==> src/sv/fwid_pkg.sv <==
package fwid_pkg;

    typedef enum logic [1:0] {
        OP_ENQ     = 2'd0,
        OP_DEQ     = 2'd1,
        OP_DISCARD = 2'd2,
        OP_RSVD    = 2'd3
    } op_t;

    // per-cycle command broadcast along the row of cells
    typedef struct packed {
        logic enq;
        logic shift;
    } cell_ctl_t;

    localparam int unsigned VALUE_W = 32;
    localparam int unsigned POS_W   = 4;
    localparam int unsigned COUNT_W = 5;
    localparam int unsigned IN_TDATA_W  = 40;
    localparam int unsigned OUT_TDATA_W = 40;

endpackage

==> src/sv/fwid_cell.sv <==
module fwid_cell #(
    parameter int unsigned ELEM_WIDTH = 32,
    parameter int unsigned CNT_W      = 5,
    parameter int unsigned IDX        = 0
) (
    input  logic                  clk,
    input  fwid_pkg::cell_ctl_t   ctl,
    input  logic [CNT_W-1:0]      count,
    input  logic [CNT_W-1:0]      rm_idx,
    input  logic [ELEM_WIDTH-1:0] in_value,
    input  logic [ELEM_WIDTH-1:0] neighbour_value,
    output logic [ELEM_WIDTH-1:0] value,
    output logic [ELEM_WIDTH-1:0] value_next
);
    import fwid_pkg::*;

    localparam logic [CNT_W-1:0] MY_IDX = CNT_W'(IDX);

    logic [ELEM_WIDTH-1:0] value_reg;

    always_comb
    begin
        value_next = value_reg;
        priority if (ctl.enq && (count == MY_IDX))
        begin
            value_next = in_value;
        end
        else if (ctl.shift && (MY_IDX >= rm_idx))
        begin
            // close the gap: take the entry from the tail side
            value_next = neighbour_value;
        end
        else
        begin
            value_next = value_reg;
        end
    end

    always_ff @(posedge clk)
    begin
        value_reg <= value_next;
    end

    assign value = value_reg;

endmodule

==> src/sv/fifo_with_indexed_discard_top.sv <==
// registered: the result of an accepted input beat appears on m_tdata in the cycle after it is accepted
// throughput: one beat per cycle unless a held result stalls on m_tready; all cells shift in parallel in the same cycle
// the output register takes a new result whenever it is empty or being drained
// reset: entry count and output valid cleared asynchronously
// stored entries have no reset and are only read after being written
module fifo_with_indexed_discard_top #(
    parameter int unsigned DEPTH      = 16,
    parameter int unsigned ELEM_WIDTH = 32
) (
    input  logic                                 clk,
    input  logic                                 rst_n,
    input  logic                                 s_tvalid,
    output logic                                 s_tready,
    // elem_value[31:0], position[35:32], zero pad
    input  logic [fwid_pkg::IN_TDATA_W-1:0]      s_tdata,
    // func[1:0]
    input  logic [1:0]                           s_tuser,
    output logic                                 m_tvalid,
    input  logic                                 m_tready,
    // head_value[31:0], entry_count[36:32], is_empty[37], op_error[38], zero pad
    output logic [fwid_pkg::OUT_TDATA_W-1:0]     m_tdata
);
    import fwid_pkg::*;

    localparam int unsigned CNT_W = $clog2(DEPTH + 1);
    localparam int unsigned CMP_W = (CNT_W > POS_W) ? CNT_W : POS_W;
    localparam logic [CNT_W-1:0] FULL_COUNT = CNT_W'(DEPTH);

    logic                  accept;
    op_t                   op;
    logic [VALUE_W-1:0]    value_u;
    logic [POS_W-1:0]      pos;
    logic [CMP_W-1:0]      pos_cmp;
    logic [CMP_W-1:0]      count_cmp;
    logic [ELEM_WIDTH-1:0] in_value;

    logic [CNT_W-1:0] count_reg;
    logic [CNT_W-1:0] count_next;
    logic [CNT_W-1:0] rm_idx;
    logic             op_err;
    cell_ctl_t        ctl;

    logic [ELEM_WIDTH-1:0] cell_value [DEPTH];
    logic [ELEM_WIDTH-1:0] cell_next  [DEPTH];

    logic                   out_valid_reg;
    logic [VALUE_W-1:0]     out_head_reg;
    logic [COUNT_W-1:0]     out_count_reg;
    logic                   out_empty_reg;
    logic                   out_err_reg;

    assign s_tready = !out_valid_reg || m_tready;
    assign accept   = s_tvalid && s_tready;

    assign op        = op_t'(s_tuser);
    assign value_u   = s_tdata[VALUE_W-1:0];
    assign pos       = s_tdata[VALUE_W+POS_W-1:VALUE_W];
    assign pos_cmp   = CMP_W'(pos);
    assign count_cmp = CMP_W'(count_reg);
    assign in_value  = ELEM_WIDTH'(value_u);

    always_comb
    begin
        op_err = 1'b0;
        ctl    = '0;
        rm_idx = '0;
        unique case (op)
            OP_ENQ:
            begin
                op_err  = (count_reg >= FULL_COUNT);
                ctl.enq = !op_err;
            end
            OP_DEQ:
            begin
                op_err    = (count_reg == '0);
                ctl.shift = !op_err;
            end
            OP_DISCARD:
            begin
                op_err    = (pos_cmp >= count_cmp);
                ctl.shift = !op_err;
                rm_idx    = CNT_W'(pos_cmp);
            end
            default:
            begin
                op_err = 1'b1;
            end
        endcase
        if (!accept)
        begin
            ctl = '0;
        end
    end

    always_comb
    begin
        count_next = count_reg;
        priority if (ctl.enq)
        begin
            count_next = count_reg + 1'b1;
        end
        else if (ctl.shift)
        begin
            count_next = count_reg - 1'b1;
        end
        else
        begin
            count_next = count_reg;
        end
    end

    for (genvar i = 0; i < DEPTH; i++)
    begin : g_cell
        fwid_cell #(
            .ELEM_WIDTH (ELEM_WIDTH),
            .CNT_W      (CNT_W),
            .IDX        (i)
        ) u_cell (
            .clk             (clk),
            .ctl             (ctl),
            .count           (count_reg),
            .rm_idx          (rm_idx),
            .in_value        (in_value),
            .neighbour_value (cell_value[(i + 1 < DEPTH) ? i + 1 : i]),
            .value           (cell_value[i]),
            .value_next      (cell_next[i])
        );
    end

    always_ff @(posedge clk or negedge rst_n)
    begin
        if (!rst_n)
        begin
            count_reg     <= '0;
            out_valid_reg <= 1'b0;
        end
        else
        begin
            if (accept)
            begin
                count_reg <= count_next;
            end
            if (accept)
            begin
                out_valid_reg <= 1'b1;
            end
            else if (m_tready)
            begin
                out_valid_reg <= 1'b0;
            end
        end
    end

    always_ff @(posedge clk)
    begin
        if (accept)
        begin
            out_head_reg  <= (count_next == '0) ? '0 : VALUE_W'(cell_next[0]);
            out_count_reg <= COUNT_W'(count_next);
            out_empty_reg <= (count_next == '0);
            out_err_reg   <= op_err;
        end
    end

    assign m_tvalid = out_valid_reg;
    assign m_tdata  = {1'b0, out_err_reg, out_empty_reg, out_count_reg, out_head_reg};

    property p_count_bounded;
        @(posedge clk) disable iff (!rst_n) count_reg <= FULL_COUNT;
    endproperty
    a_count_bounded: assert property (p_count_bounded)
        else $error("entry count beyond depth");

    property p_err_keeps_count;
        @(posedge clk) disable iff (!rst_n) (accept && op_err) |=> $stable(count_reg);
    endproperty
    a_err_keeps_count: assert property (p_err_keeps_count)
        else $error("rejected request changed the count");

    property p_enq_grows;
        @(posedge clk) disable iff (!rst_n)
            (accept && (op == OP_ENQ) && !op_err) |=> (count_reg == $past(count_reg) + 1'b1);
    endproperty
    a_enq_grows: assert property (p_enq_grows)
        else $error("enqueue did not add an entry");

endmodule
==> config.mk <==
export PLATFORM = sky130hd
export DESIGN_NAME = fifo_with_indexed_discard_top
export DESIGN_NICKNAME = d
export VERILOG_FILES = /design/src/sv/fwid_pkg.sv /design/src/sv/fwid_cell.sv /design/src/sv/fifo_with_indexed_discard_top.sv
export SDC_FILE = /design/constraint.sdc
export NUM_CORES = 1
export LEC_CHECK = 0
export BUFFER_PORTS_ARGS = -buffer_cell sky130_fd_sc_hd__buf_2
export CORE_MARGIN = 2
export CORE_UTILIZATION = 66
export DETAILED_ROUTE_END_ITERATION = 12
export PLACE_DENSITY = 0.84
export SYNTH_ARGS = -nofsm -noshare
export SYNTH_HDL_FRONTEND = slang
export SYNTH_SLANG_ARGS = --single-unit
==> constraint.sdc <==
create_clock -name clk -period 12.85 [get_ports clk]
set_clock_uncertainty 0.1 [all_clocks]
set_input_delay 0 -clock clk [delete_from_list [all_inputs] [get_ports clk]]
set_output_delay 0 -clock clk [all_outputs]
set_load 0.03 [all_outputs]
; ---- Word level (Yosys, flattened, before mapping)
; Cells that the tools add are included.
[totals]
wordCells = 152
register_bits = 557
[classes]
reduce_logical = 55
n_eq_ne = 17
n_addsub = 2
magnitude_cmp = 17
mux = 39
[op_table]
columns = operator, n
row1 = two-way mux 32 bit, 30
row2 = equality test 5 x 4 -> 1 bit (second input constant), 8
row3 = logical AND 1 bit, 32
row4 = nonzero test 2 bit, 15
row5 = >= comparator 4 bit (first input constant), 7
row6 = equality test 5 x 3 -> 1 bit (second input constant), 4
row7 = >= comparator 3 x 4 -> 1 bit (first input constant), 4
row8 = equality test 5 x 2 -> 1 bit (second input constant), 2
row9 = zero test 5 bit, 2
row10 = two-way mux 5 bit, 2
row11 = >= comparator 1 x 4 -> 1 bit (first input constant), 2
row12 = >= comparator 2 x 4 -> 1 bit (first input constant), 2
row13 = adder 5 x 1 -> 5 bit (second input constant), 1
row14 = equality test 5 x 1 -> 1 bit (second input constant), 1
row15 = >= comparator 4 x 5 -> 1 bit, 1
row16 = >= comparator 5 bit (second input constant), 1
row17 = subtractor 5 x 1 -> 5 bit (second input constant), 1
row18 = zero test 1 bit, 4
row19 = two-way mux 4 bit, 1
row20 = two-way mux 1 bit, 3
row21 = one-hot mux 1 bit (3 select lines), 1
row22 = equality test 2 x 1 -> 1 bit (second input constant), 1
row23 = equality test 2 bit (second input constant), 1
row24 = zero test 2 bit, 1
row25 = other kinds (3), 3

; ---- Logic depth before layout (Yosys ltp)
; Gate-level depths: netlist of run 1.
[depth]
word_depth = 7
depth_mapped = 13
depth_no_buf = 8

; ---- By module
; A second synthesis of run 1 with hierarchy kept.
[unflattened]
cells_unflattened = 3113
area_unflattened_um2 = 29181.7
[by_module_without_submodules]
columns = mod, area_per_inst_um2, seq_area_each_um2, n_inst, cells_per_inst
row1 = fwid_cell (g_cell[3].u_cell ...), 1590.3, 640.6, 2, 105
row2 = fwid_cell (g_cell[8].u_cell), 2478.6, 640.6, 1, 268
row3 = fifo_with_indexed_discard_top, 2308.5, 1321.3, 1, 193
row4 = fwid_cell (g_cell[10].u_cell), 1841.8, 640.6, 1, 231
row5 = fwid_cell (g_cell[5].u_cell), 1765.4, 640.6, 1, 195
row6 = fwid_cell (g_cell[15].u_cell), 1709.1, 640.6, 1, 106
row7 = fwid_cell (g_cell[9].u_cell), 1652.8, 640.6, 1, 190
row8 = fwid_cell (g_cell[11].u_cell), 1630.3, 640.6, 1, 190
row9 = fwid_cell (g_cell[12].u_cell), 1621.6, 640.6, 1, 190
row10 = fwid_cell (g_cell[14].u_cell), 1620.3, 640.6, 1, 190
row11 = fwid_cell (g_cell[13].u_cell), 1616.6, 640.6, 1, 190
row12 = fwid_cell (g_cell[6].u_cell), 1611.5, 640.6, 1, 191
row13 = fwid_cell (g_cell[2].u_cell), 1579.0, 640.6, 1, 191
row14 = fwid_cell (g_cell[4].u_cell), 1544.0, 640.6, 1, 195
row15 = +2 rows, -, -, -, -

; ---- Worst setup path after synthesis of run 1
; No wires, ideal clock.
[synth_path]
kind = reg-to-reg
startpoint = register out_valid_reg (netlist: m_tvalid)
endpoint = register g_cell[4].u_cell.value_reg[0], enable pin
arrival_ns = 5.068
path_slack_ns = 7.216
path_buffers = 1
path_stages_with_launch = 8
synth_period_minus_slack_ns = 5.634
cell_sequence = dfrtp_1 nand2b_1 and2_1 nand2_1 clkbuf_1 nor2_1 nand2_1 o21ai_0
[synth_via]
elab_chain_len = 6
[synth_rtl]
columns = element, line
row1 = start: declaration, fifo_with_indexed_discard_top.sv:46  ; logic out_valid_reg;
row2 = start signal: assignment, fifo_with_indexed_discard_top.sv:135  ; out_valid_reg <= 1'b0;
row3 = start signal: assignment, fifo_with_indexed_discard_top.sv:145  ; out_valid_reg <= 1'b1;
row4 = start signal: assignment, fifo_with_indexed_discard_top.sv:149  ; out_valid_reg <= 1'b0;
row5 = zero test 1 bit *, fifo_with_indexed_discard_top.sv:52  ; assign s_tready = !out_valid_reg || m_tready;
row6 = logical OR 1 bit *, fifo_with_indexed_discard_top.sv:52
row7 = net s_tready, fifo_with_indexed_discard_top.sv:13  ; output logic s_tready,
row8 = logical AND 1 bit *, fifo_with_indexed_discard_top.sv:53  ; assign accept = s_tvalid && s_tready;
row9 = net accept, fifo_with_indexed_discard_top.sv:29  ; logic accept;
row10 = two-way mux 2 bit *, fifo_with_indexed_discard_top.sv:89  ; if (!accept)
row11 = logical AND 1 bit (on tied branches), "fwid_cell.sv:28, fwid_cell.sv:24"
row12 = nonzero test 2 bit (no source line) *, -
row13 = end signal: assignment, fwid_cell.sv:41  ; value_reg <= value_next;
row14 = end: declaration, fwid_cell.sv:19  ; logic [ELEM_WIDTH-1:0] value_reg;
; Mark *: on every way through the listed nets, which the timed path passes. The rest lies on a longest branch.
; A chain may end at the register's enable or synchronous reset.

; ---- Worst setup path in the final report of run 1
[layout_path]
startpoint = register count_reg[2] (netlist: count_cmp[2])
endpoint = register g_cell[4].u_cell.value_reg[14], enable pin
[layout_via]
elab_chain_len = 6
[layout_rtl]
columns = element, line
row1 = start: declaration, fifo_with_indexed_discard_top.sv:37  ; logic [CNT_W-1:0] count_reg;
row2 = start signal: assignment, fifo_with_indexed_discard_top.sv:141  ; count_reg <= count_next;
row3 = >= comparator 4 x 5 -> 1 bit (tied with other cells), fifo_with_indexed_discard_top.sv:80  ; op_err = (pos_cmp >= count_cmp);
row4 = zero test 1 bit (on tied branches), "fifo_with_indexed_discard_top.sv:81, fifo_with_indexed_discard_top.sv:71, fifo_with_indexed_discard_top.sv:76"
row5 = one-hot mux 1 bit (2 select lines) / two-way mux 1 bit (equally long branches), fifo_with_indexed_discard_top.sv:67  ; unique case (op)
row6 = two-way mux 2 bit, fifo_with_indexed_discard_top.sv:89
row7 = logical AND 1 bit (on tied branches), "fwid_cell.sv:28, fwid_cell.sv:24"
row8 = nonzero test 2 bit (no source line) *, -
; Every way passes the cells marked *; elsewhere a longest branch is shown, timed or not.

==> results of run 1 <==
-- worst max-delay path: stages (launching register included) --
cell and delay, ns:
dfrtp_1 0.53, inv_1 0.25, ha_1 0.35, a21oi_1 0.13
o21ai_1 0.13, o21a_2 0.23, buf_4 0.33, nor2_1 0.40
nand2_1 0.37, o21ai_4 0.95
-- cell type report --
| type | instances | area share [%] |
|---|---|---|
| clock buffers | 66 | 5.29 |
| inverters | 48 | 0.652 |
| well taps | 511 | 2.31 |
| repair buffers | 143 | 3.50 |
| flip-flops and latches | 557 | 59.3 |
| multi-input cells | 762 | 28.4 |
| clock inverters | 30 | 0.593 |
-- layout by cell type, fill, tap and decap left out, types with 8 or more instances in the layout --
cell type | netlist | layout
edfxtp_1 | 519 | 519
mux2_2 | 448 | 448
buf_2 | 43 | 82
clkbuf_16 | 0 | 57
nand2_1 | 46 | 45
inv_1 | 44 | 44
dlygate4sd3_1 | 0 | 39
nand2b_1 | 35 | 35
o41a_1 | 32 | 32
nor4_1 | 32 | 32
dfxtp_1 | 32 | 32
a41oi_2 | 29 | 29
o31ai_2 | 28 | 28
buf_4 | 10 | 22
clkinv_1 | 0 | 16
ha_1 | 14 | 14
nor2_1 | 12 | 12
clkinv_2 | 0 | 10
clkbuf_1 | 71 | 9
and3_1 | 9 | 8
o21ai_4 | 0 | 8
-- stage by stage --
| step | cell area (um2) | util [%] | worst slack (ns) | total power, mW | std cells |
|---|---|---|---|---|---|
| 5_1_grt | 27600 | 73.9 | 8.42 | 4.55 | 2117 |
| 3_5_place_dp | 25600 | 68.5 | 8.71 | 2.95 | 1982 |
| 6_report | 27600 | 73.9 | 8.65 | 4.39 | 2117 |
| 3_3_place_gp | 25600 | 68.5 | 8.85 | 2.91 | 1982 |
| 2_1_floorplan | 24900 | - | 7.22 | 2.80 | 1504 |
| 4_1_cts | 27600 | 73.9 | 8.69 | 4.41 | 2117 |
-- timing repair --
| item | 4_1_cts | 5_1_grt |
|---|---|---|
| gates resized for setup | 0 | 0 |
| hold buffers | 39 | 0 |
| setup endpoints to repair | 0 | 0 |
| endpoints found under the hold margin | 538 | 0 |
-- cells by family after synthesis --
family,after synthesis
muxes,448
DFF,557
xor gates and xnor gates,4
other,1
AOI/OAI and AO/OA,133
and+or+nand+nor,162
buffers and inverters,185
adders and majority gates,14
-- report_power, final --
group / leakage (nW) / internal (mW) / switching (mW)
Clock: 0.796 / 0.821 / 0.645
Combinational: 3.54 / 0.255 / 0.443
Sequential: 5.08 / 2.17 / 0.0554
Total: 9.42 / 3.25 / 1.14
-- per-layer routing --
| layer | part of all wire (%) | vias to the layer above | GRT usage (%) |
|---|---|---|---|
| met4 | 2.4 | 0 | 7.44 |
| met5 | 0 | - | 0 |
| li1 | - | 5972 | - |
| met3 | 4.8 | 85 | 3.73 |
| met1 | 44 | 6539 | 31.5 |
| met2 | 48 | 353 | 37.9 |
-- worst max path at each step --
stage	startpoint	to	slack, ns	cells past startpoint
finish	count_cmp[2]$_DFFE_PN0P_	g_cell[4].u_cell.value[14]$_DFFE_PP_	8.65	9
global route	count_cmp[2]$_DFFE_PN0P_	g_cell[4].u_cell.value[14]$_DFFE_PP_	8.42	9
CTS	count_cmp[2]$_DFFE_PN0P_	g_cell[4].u_cell.value[14]$_DFFE_PP_	8.69	9
detailed placement	count_cmp[2]$_DFFE_PN0P_	g_cell[4].u_cell.value[13]$_DFFE_PP_	8.71	9
global placement	count_cmp[2]$_DFFE_PN0P_	g_cell[6].u_cell.value[14]$_DFFE_PP_	8.85	9
floorplan	m_tvalid$_DFFE_PN0P_	g_cell[4].u_cell.value[0]$_DFFE_PP_	7.22	7
==> impl_metrics.ini, run 1 <==
[run_status]
status = completed

[cells_and_area]
largest_reg_flops = 512
multi_input_area_um2 = 7840
ff_latch_area_um2 = 16400
syn_to_final_growth_pct = 11.0
drive_gt1_share_pct = 44.6
diodes = 0
nNetsFinal = 1626
nFillCells = 2118

[run]
drv_cap = 0

[die]
die_y_um = 198
rows = 71
io_pins = 88
die_area_um2 = 39300
start_util_pct = 66.6
die_w_um = 198
core_area_um2 = 37400

[synth]
synthSimpleGateAreaFrac_pct = 3.47
yosysSeqAreaShare_pct = 65.8
synthCells = 1504
synthArstFlopShare_pct = 1.08
synth_top_family_by_area = multiplexers
synth-xor-area-share_pct = 0.201
syn-cell-area_um2 = 24900
synth.avg_cell_area_um2 = 16.6
synth_commonest_cells = edfxtp_1, mux2_2, clkbuf_1, nand2_1, inv_1
synth_edf_count = 519
ys.flop_type = edfxtp_1
yosysUniqueCellTypes = 50
syn-num-nets = 1564
muxShareOfSynthArea_pct = 20.3
yosysMostFrequentCell = edfxtp_1
synth_top_cell_by_area = edfxtp_1
yosysWarnings = 0
synth-seq-cells = 557
synth_fa_ha_area_share_pct = 0.704
synth_top_cells_by_area = edfxtp_1, mux2_2, dfxtp_1, a41oi_2, o41a_1
synth_compound_area_share_pct = 6.09
synth_top_area_share_pct = 62.6

[timing]
slew_headroom_pct = 23.3
finalCriticalPeriod_ns = 4.20
final.period_utilization_pct = 32.7
hold_viol_final = 0
worstMarginPinSlew_ns = 1.15
finalSetupViolCount = 0
slew_viol_final = 0
tns_ns = 0
worst_hold_slack_ns = 0.171
rsz0062_at_grt = no
max_freq_mhz = 238

[worst_setup_path]
timing.rr.end = g_cell[4].u_cell.value[14]$_DFFE_PP_
r2r_slack_ns = 8.65
critPathKind = reg2reg
r2r_start = count_cmp[2]$_DFFE_PN0P_
cp-start-kind = flop
crit_arrival_ns = 4.30
end_kind = flop
reg2reg_depth = 9
critPathMaxFanout = 70
required_ns = 12.95

[grt]
grt_usage_pct = 23.0
grt_pass1_wl_um = 70600
first_global_vias = 13100
grt_max_degree = 71
grt-ovfl-total = 0
antenna_found_initial = 0

[drt]
routed_wl_um = 44300
vias = 12900
avgRoutedWirePerCell_um = 20.9
drt_first_pass_iters = 7
viasPerCell = 6.12
drc = 0
drt_iter0_markers = 689
ant_nets = 0

[clocking]
cts_setup_buffers = 0
clk_pin_slew_ns = 0.06
clk_path_buf_depth = 3
cts-root-buf = clkbuf_16
clkSinkCount = 557
cts_tree = yes
worstSkewPairLatency_ns = 0.58
cts-htree-levels = 2
cts_buffers = 54

[worst_hold_path]
whs_endpoint = g_cell[13].u_cell.value[24]$_DFFE_PP_
hold_path_class = in2reg
min_delay_path_depth = 5
worstHoldStart = s_tdata[33]

[place]
dp_hpwl_um = 26400
io_buffer_count = 82
place.gp.congestion = 0.770

[pwr]
p_leak_nw = 9.42
powerDensity_nw_per_um2 = 159
irDropWorstVdd_v = 0.000117
No activity file was read; power rests on OpenSTA's default activity.
==> run 2: changes to the inputs <==
- ABC_AREA: not set -> 1
- CORE_UTILIZATION: 66 -> 56
- PLACE_DENSITY: 0.84 -> 0.76
- clock period: 12.85 -> 3.4 ns (I/O delays scaled with it)
==> impl_metrics.ini, run 2 <==
[clocking]
clk_pin_slew_ns = 0.07
cts-htree-levels = 2
clk_path_buf_depth = 3
cts_setup_buffers = 0
clkSinkCount = 557
worstSkewPairLatency_ns = 0.58
cts_tree = yes
cts-root-buf = clkbuf_16
cts_buffers = 52

[worst_setup_path]
end_kind = flop
reg2reg_depth = 14
critPathKind = reg2reg
crit_chain = inv_4, ha_4, a21oi_2, nand2_1, nand2_1, nand3_2, nand2_4, nand3_4, buf_4, nand2_1, o211ai_1, nand2_1, inv_2, a21oi_2
cp_slowest_cell = dfrtp_1
crit_arrival_ns = 3.36
required_ns = 3.72
cp_common_cell = nand2_1
cp-start-kind = flop
critPathMaxFanout = 59
cpPeakStageDelay_ns = 0.56

[run]
drv_cap = 0

[timing]
rsz0062_at_grt = no
finalCriticalPeriod_ns = 3.04
worstMarginPinSlew_ns = 1.05
max_freq_mhz = 329
hold_viol_final = 0
tns_ns = 0
slew_viol_final = 0
finalSetupViolCount = 0
slew_headroom_pct = 30.0
final.period_utilization_pct = 89.5

[place]
place_inst = 2522
place.gp.congestion = 0.810
postPlaceCellArea_um2 = 24000
dp_hpwl_um = 29200
io_buffer_count = 82

[cells_and_area]
syn_to_final_growth_pct = 12.6
layout_commonest_cell = nand2_1
fin_cells = 2659
postLayoutCellArea_um2 = 26100
multi_input_area_um2 = 5770
largest_reg_flops = 512
ff_latch_area_um2 = 16400
nFillCells = 2831
drive_gt1_share_pct = 14.4
layout_common_cells = nand2_1, edfxtp_1, o21ai_0
diodes = 0
nNetsFinal = 2144

[grt]
antenna_found_initial = 0
grt_max_degree = 66
grt_pass1_wl_um = 77900
grt_usage_pct = 22.4
grt-ovfl-total = 0
first_global_vias = 14400

[die]
io_pins = 88
rows = 74
die_w_um = 207
die_y_um = 207
core_area_um2 = 40800
die_area_um2 = 43000
start_util_pct = 56.7

[synth]
synth_top_cells_by_area = edfxtp_1, nand2_1, o21ai_0, dfxtp_1, clkbuf_1
synth_top_area_share_pct = 67.3
synth_commonest_cells = nand2_1, edfxtp_1, o21ai_0, clkbuf_1, inv_1
yosysUniqueCellTypes = 35
syn-num-nets = 2087
synthArstFlopShare_pct = 1.08
synth.avg_cell_area_um2 = 11.4
ys.flop_type = edfxtp_1
syn-cell-area_um2 = 23200
yosysWarnings = 0
synthCells = 2027
synth_top_cell_by_area = edfxtp_1
synth_edf_count = 519
yosysSeqAreaShare_pct = 70.7
synth-seq-cells = 557
yosysMostFrequentCell = nand2_1

[drt]
routed_wl_um = 48200
drc = 0
vias = 15000
drt_first_pass_iters = 5
ant_nets = 0
drt_iter0_markers = 2101
viasPerCell = 5.62
avgRoutedWirePerCell_um = 18.1

[pwr]
powerDensity_nw_per_um2 = 656
irDropWorstVdd_v = 0.000455
p_leak_nw = 10.4

[worst_hold_path]
min_delay_path_depth = 5
hold_path_class = in2reg

[run_status]
status = completed
## run 2: changes by cell type after synthesis, moves of 29 or more
cell,before,now
nor4_1,32,0
nand2_1,46,588
inv_1,44,90
o21ai_0,13,428
clkbuf_1,71,123
a41oi_2,29,0
a21oi_2,0,31
o211ai_1,1,35
o41a_1,32,0
nand2b_1,35,0
mux2_2,448,0
## run 2: through the flow
stage               utilization (%)  setup slack (ns)  power, mW  hold WS, ns
detailed placement             58.8             0.373       11.5       -0.254
global placement               58.8             0.473       11.4       -0.255
floorplan                         -            -0.173       10.8       -0.396
CTS                            63.9             0.347       17.2       0.0654
finish                         63.9             0.357       17.1       0.0887
global route                   63.9             0.146       17.8       0.0826
## run 2: final timing paths
| kind | startpoint | end | slack, ns |
|---|---|---|---|
| worst min-delay path | s_tdata[33] | g_cell[9].u_cell.value[20]$_DFFE_PP_ | 0.09 |
| worst min register to register | g_cell[6].u_cell.value[20]$_DFFE_PP_ | g_cell[5].u_cell.value[20]$_DFFE_PP_ | 0.42 |
| worst max register to register | count_cmp[2]$_DFFE_PN0P_ | out_head_reg[30]$_SDFFCE_PN0P_ | 0.36 |
| min in group asynchronous | rst_n | count_cmp[2]$_DFFE_PN0P_ | 0.30 |
| max in group asynchronous | rst_n | m_tvalid$_DFFE_PN0P_ | 2.62 |
| worst max-delay path | count_cmp[2]$_DFFE_PN0P_ | out_head_reg[30]$_SDFFCE_PN0P_ | 0.36 |
## run 2: area by class of cell
type                       instances  area share, %
sequential                       557           62.8
multi-input combinational       1192           22.1
clock buffer                      66           5.39
timing repair buffer             157           4.36
tap                              532           2.55
inverter                         124           1.79
clock inverter                    31          0.993
## run 2: cell families (layout without fill, tap and decap cells)
family,Yosys count,in the layout,share of synthesized area (%)
AOI/OAI and AO/OA,528,528,12.3
other,1,1,0.0162
xor gates and xnor gates,2,2,0.0757
adders and majority gates,14,14,0.756
DFF,557,557,70.7
buffers and inverters,278,378,4.92
and+or+nand+nor,647,647,11.2
## run 2: worst max-delay path: cells and delay by family (launching register included)
kind,cells,cell delay [ns]
and+or+nand+nor,7,1.14
AOI/OAI and AO/OA,3,0.32
DFF,1,0.56
buffers and inverters,3,0.51
adders and majority gates,1,0.23
## run 2: where the power goes
part / internal (mW) / switching (mW) / total [mW]
logic: 0.867 / 1.93 / 2.80
clock network: 3.23 / 2.47 / 5.70
registers: 8.38 / 0.239 / 8.62
total: 12.5 / 4.64 / 17.1
## run 2: layer usage
metal  vias to the layer above  share of wire [%]  GRT usage [%]
met2                       630                 45           33.4
met4                         0                1.8           5.91
met3                        76                7.7           3.28
li1                       7123                  -              -
met1                      7121                 46           34.8
met5                         -                  0              0
## run 2: timing repair
item / CTS / global route
hold endpoints to repair: 362 / 0
hold buffers: 40 / 0
resized for setup: 0 / 0
==> run 3: changes to the inputs <==
- CORE_UTILIZATION: 56 -> 26
- PLACE_DENSITY: 0.76 -> 0.4
==> impl_metrics.ini, run 3 (synthesized netlist as in run 2, its figures left out) <==
[die]
io_pins = 88
rows = 109
core_area_um2 = 88400
die_w_um = 302
die_y_um = 302
start_util_pct = 26.2
die_area_um2 = 91500

[grt]
grt_max_degree = 66
first_global_vias = 14000
antenna_found_initial = 0
grt_usage_pct = 12.4
grt_pass1_wl_um = 87800
grt-ovfl-total = 0

[worst_hold_path]
hold_path_class = in2reg

[cells_and_area]
ff_latch_area_um2 = 16400
multi_input_area_um2 = 5790
nNetsFinal = 2150
drive_gt1_share_pct = 14.3
largest_reg_flops = 512
layout_common_cells = nand2_1, edfxtp_1, o21ai_0
diodes = 0
layout_commonest_cell = nand2_1
nFillCells = 9079
syn_to_final_growth_pct = 17.3
fin_cells = 3299

[worst_setup_path]
crit_chain = inv_4, ha_4, nand2_1, inv_1, nand2_1, nand2_1, nand2_1, nand3_2, nand2_4, nand2_4, inv_2, o21ai_1, a21oi_1, o21ai_0, nand2_1, buf_12
required_ns = 3.58
end_kind = flop
cp-start-kind = flop
crit_arrival_ns = 3.16
cpPeakStageDelay_ns = 0.60
worst-path-buf-inv = 4
critPathMaxFanout = 32
path_delay_family = simple AND/OR/NAND/NOR gates
cp_common_cell = nand2_1
cp_slowest_cell = dfrtp_1
critPathKind = reg2reg

[timing]
finalSetupViolCount = 0
slew_viol_final = 0
hold_viol_final = 0
final.period_utilization_pct = 87.4
rsz0062_at_grt = no
slew_headroom_pct = 25.3
worst_hold_slack_ns = 0.0519
worstMarginPinSlew_ns = 1.12
max_freq_mhz = 337
finalCriticalPeriod_ns = 2.97

[pwr]
p_leak_nw = 10.5
irDropWorstVdd_v = 0.000401
powerDensity_nw_per_um2 = 658

[clocking]
cts-root-buf = clkbuf_16
clk_pin_slew_ns = 0.06
worstSkewPairLatency_ns = 0.61
clkSinkCount = 557
cts_tree = yes
cts-htree-levels = 2
cts_buffers = 57
clk_path_buf_depth = 3

[run]
drv_cap = 0

[drt]
vias = 14400
viasPerCell = 4.36
avgRoutedWirePerCell_um = 17.1
drt_iter0_markers = 1067
routed_wl_um = 56500
ant_nets = 0
drt_first_pass_iters = 5
drc = 0

[run_status]
status = completed

[place]
place_inst = 3154
place.gp.congestion = 0.798
dp_hpwl_um = 34200
io_buffer_count = 82
-- run 3: cell count changes in the layout (fill, tap and decap cells not counted), sizes merged --
cell and change:
buf -1, bufinv +2, clkbuf +17, clkinv -10, clkinvlp -2, dlygate4sd3 +2
inv -1
-- run 3: stage by stage --
stage / setup WS [ns] / utilization [%] / total power [mW] / setup TNS [ns] / cell area [um2]
6_report: 0.429 / 30.7 / 17.9 / 0 / 27200
3_5_place_dp: 0.452 / 28.1 / 11.6 / 0 / 24800
5_1_grt: 0.208 / 30.7 / 18.8 / 0 / 27200
4_1_cts: 0.445 / 30.7 / 18.2 / 0 / 27200
2_1_floorplan: -0.173 / - / 10.8 / -7.04 / 23200
3_3_place_gp: 0.455 / 28.1 / 11.5 / 0 / 24800
-- run 3: final timing paths --
kind	startpoint	to	slack, ns	cells past startpoint
setup / recovery	count_cmp[2]$_DFFE_PN0P_	g_cell[8].u_cell.value[20]$_DFFE_PP_	0.43	16
hold / removal	s_tdata[15]	g_cell[15].u_cell.value[15]$_DFFE_PP_	0.05	2
setup reg to reg	count_cmp[2]$_DFFE_PN0P_	g_cell[8].u_cell.value[20]$_DFFE_PP_	0.43	16
hold reg to reg	g_cell[8].u_cell.value[19]$_DFFE_PP_	g_cell[7].u_cell.value[19]$_DFFE_PP_	0.41	2
max in group asynchronous	rst_n	m_tvalid$_DFFE_PN0P_	2.66	3
min in group asynchronous	rst_n	count_cmp[4]$_DFFE_PN0P_	0.27	3
-- run 3: final cells by class --
cell class,count,share of cell area [%]
clock buffers,83,6.10
clock inverters,20,0.931
inverters,124,1.72
multi-input cells,1192,21.3
flip-flops and latches,557,60.3
well taps,1165,5.37
repair buffers,158,4.23
-- run 3: power breakdown --
group          switching (mW)  internal [mW]  leakage [nW]  total, mW
sequential              0.216           8.38          5.07       8.59
combinational            1.96          0.869          4.48       2.83
clock                    2.63           3.81         0.930       6.44
-- run 3: per-layer routing --
layer	vias to the layer above	share of wire, %	global-route usage, %
met5	-	0	0
met4	0	1.8	3.07
met2	318	42	17.8
met3	64	5.3	2.57
met1	6850	51	19.0
li1	7138	-	-
-- run 3: what timing repair did --
action                                 4_1_cts  5_1_grt
endpoints found under the hold margin      263        0
gates resized for setup                      0        0
hold buffers                                42        0
buffers inserted                             0        0
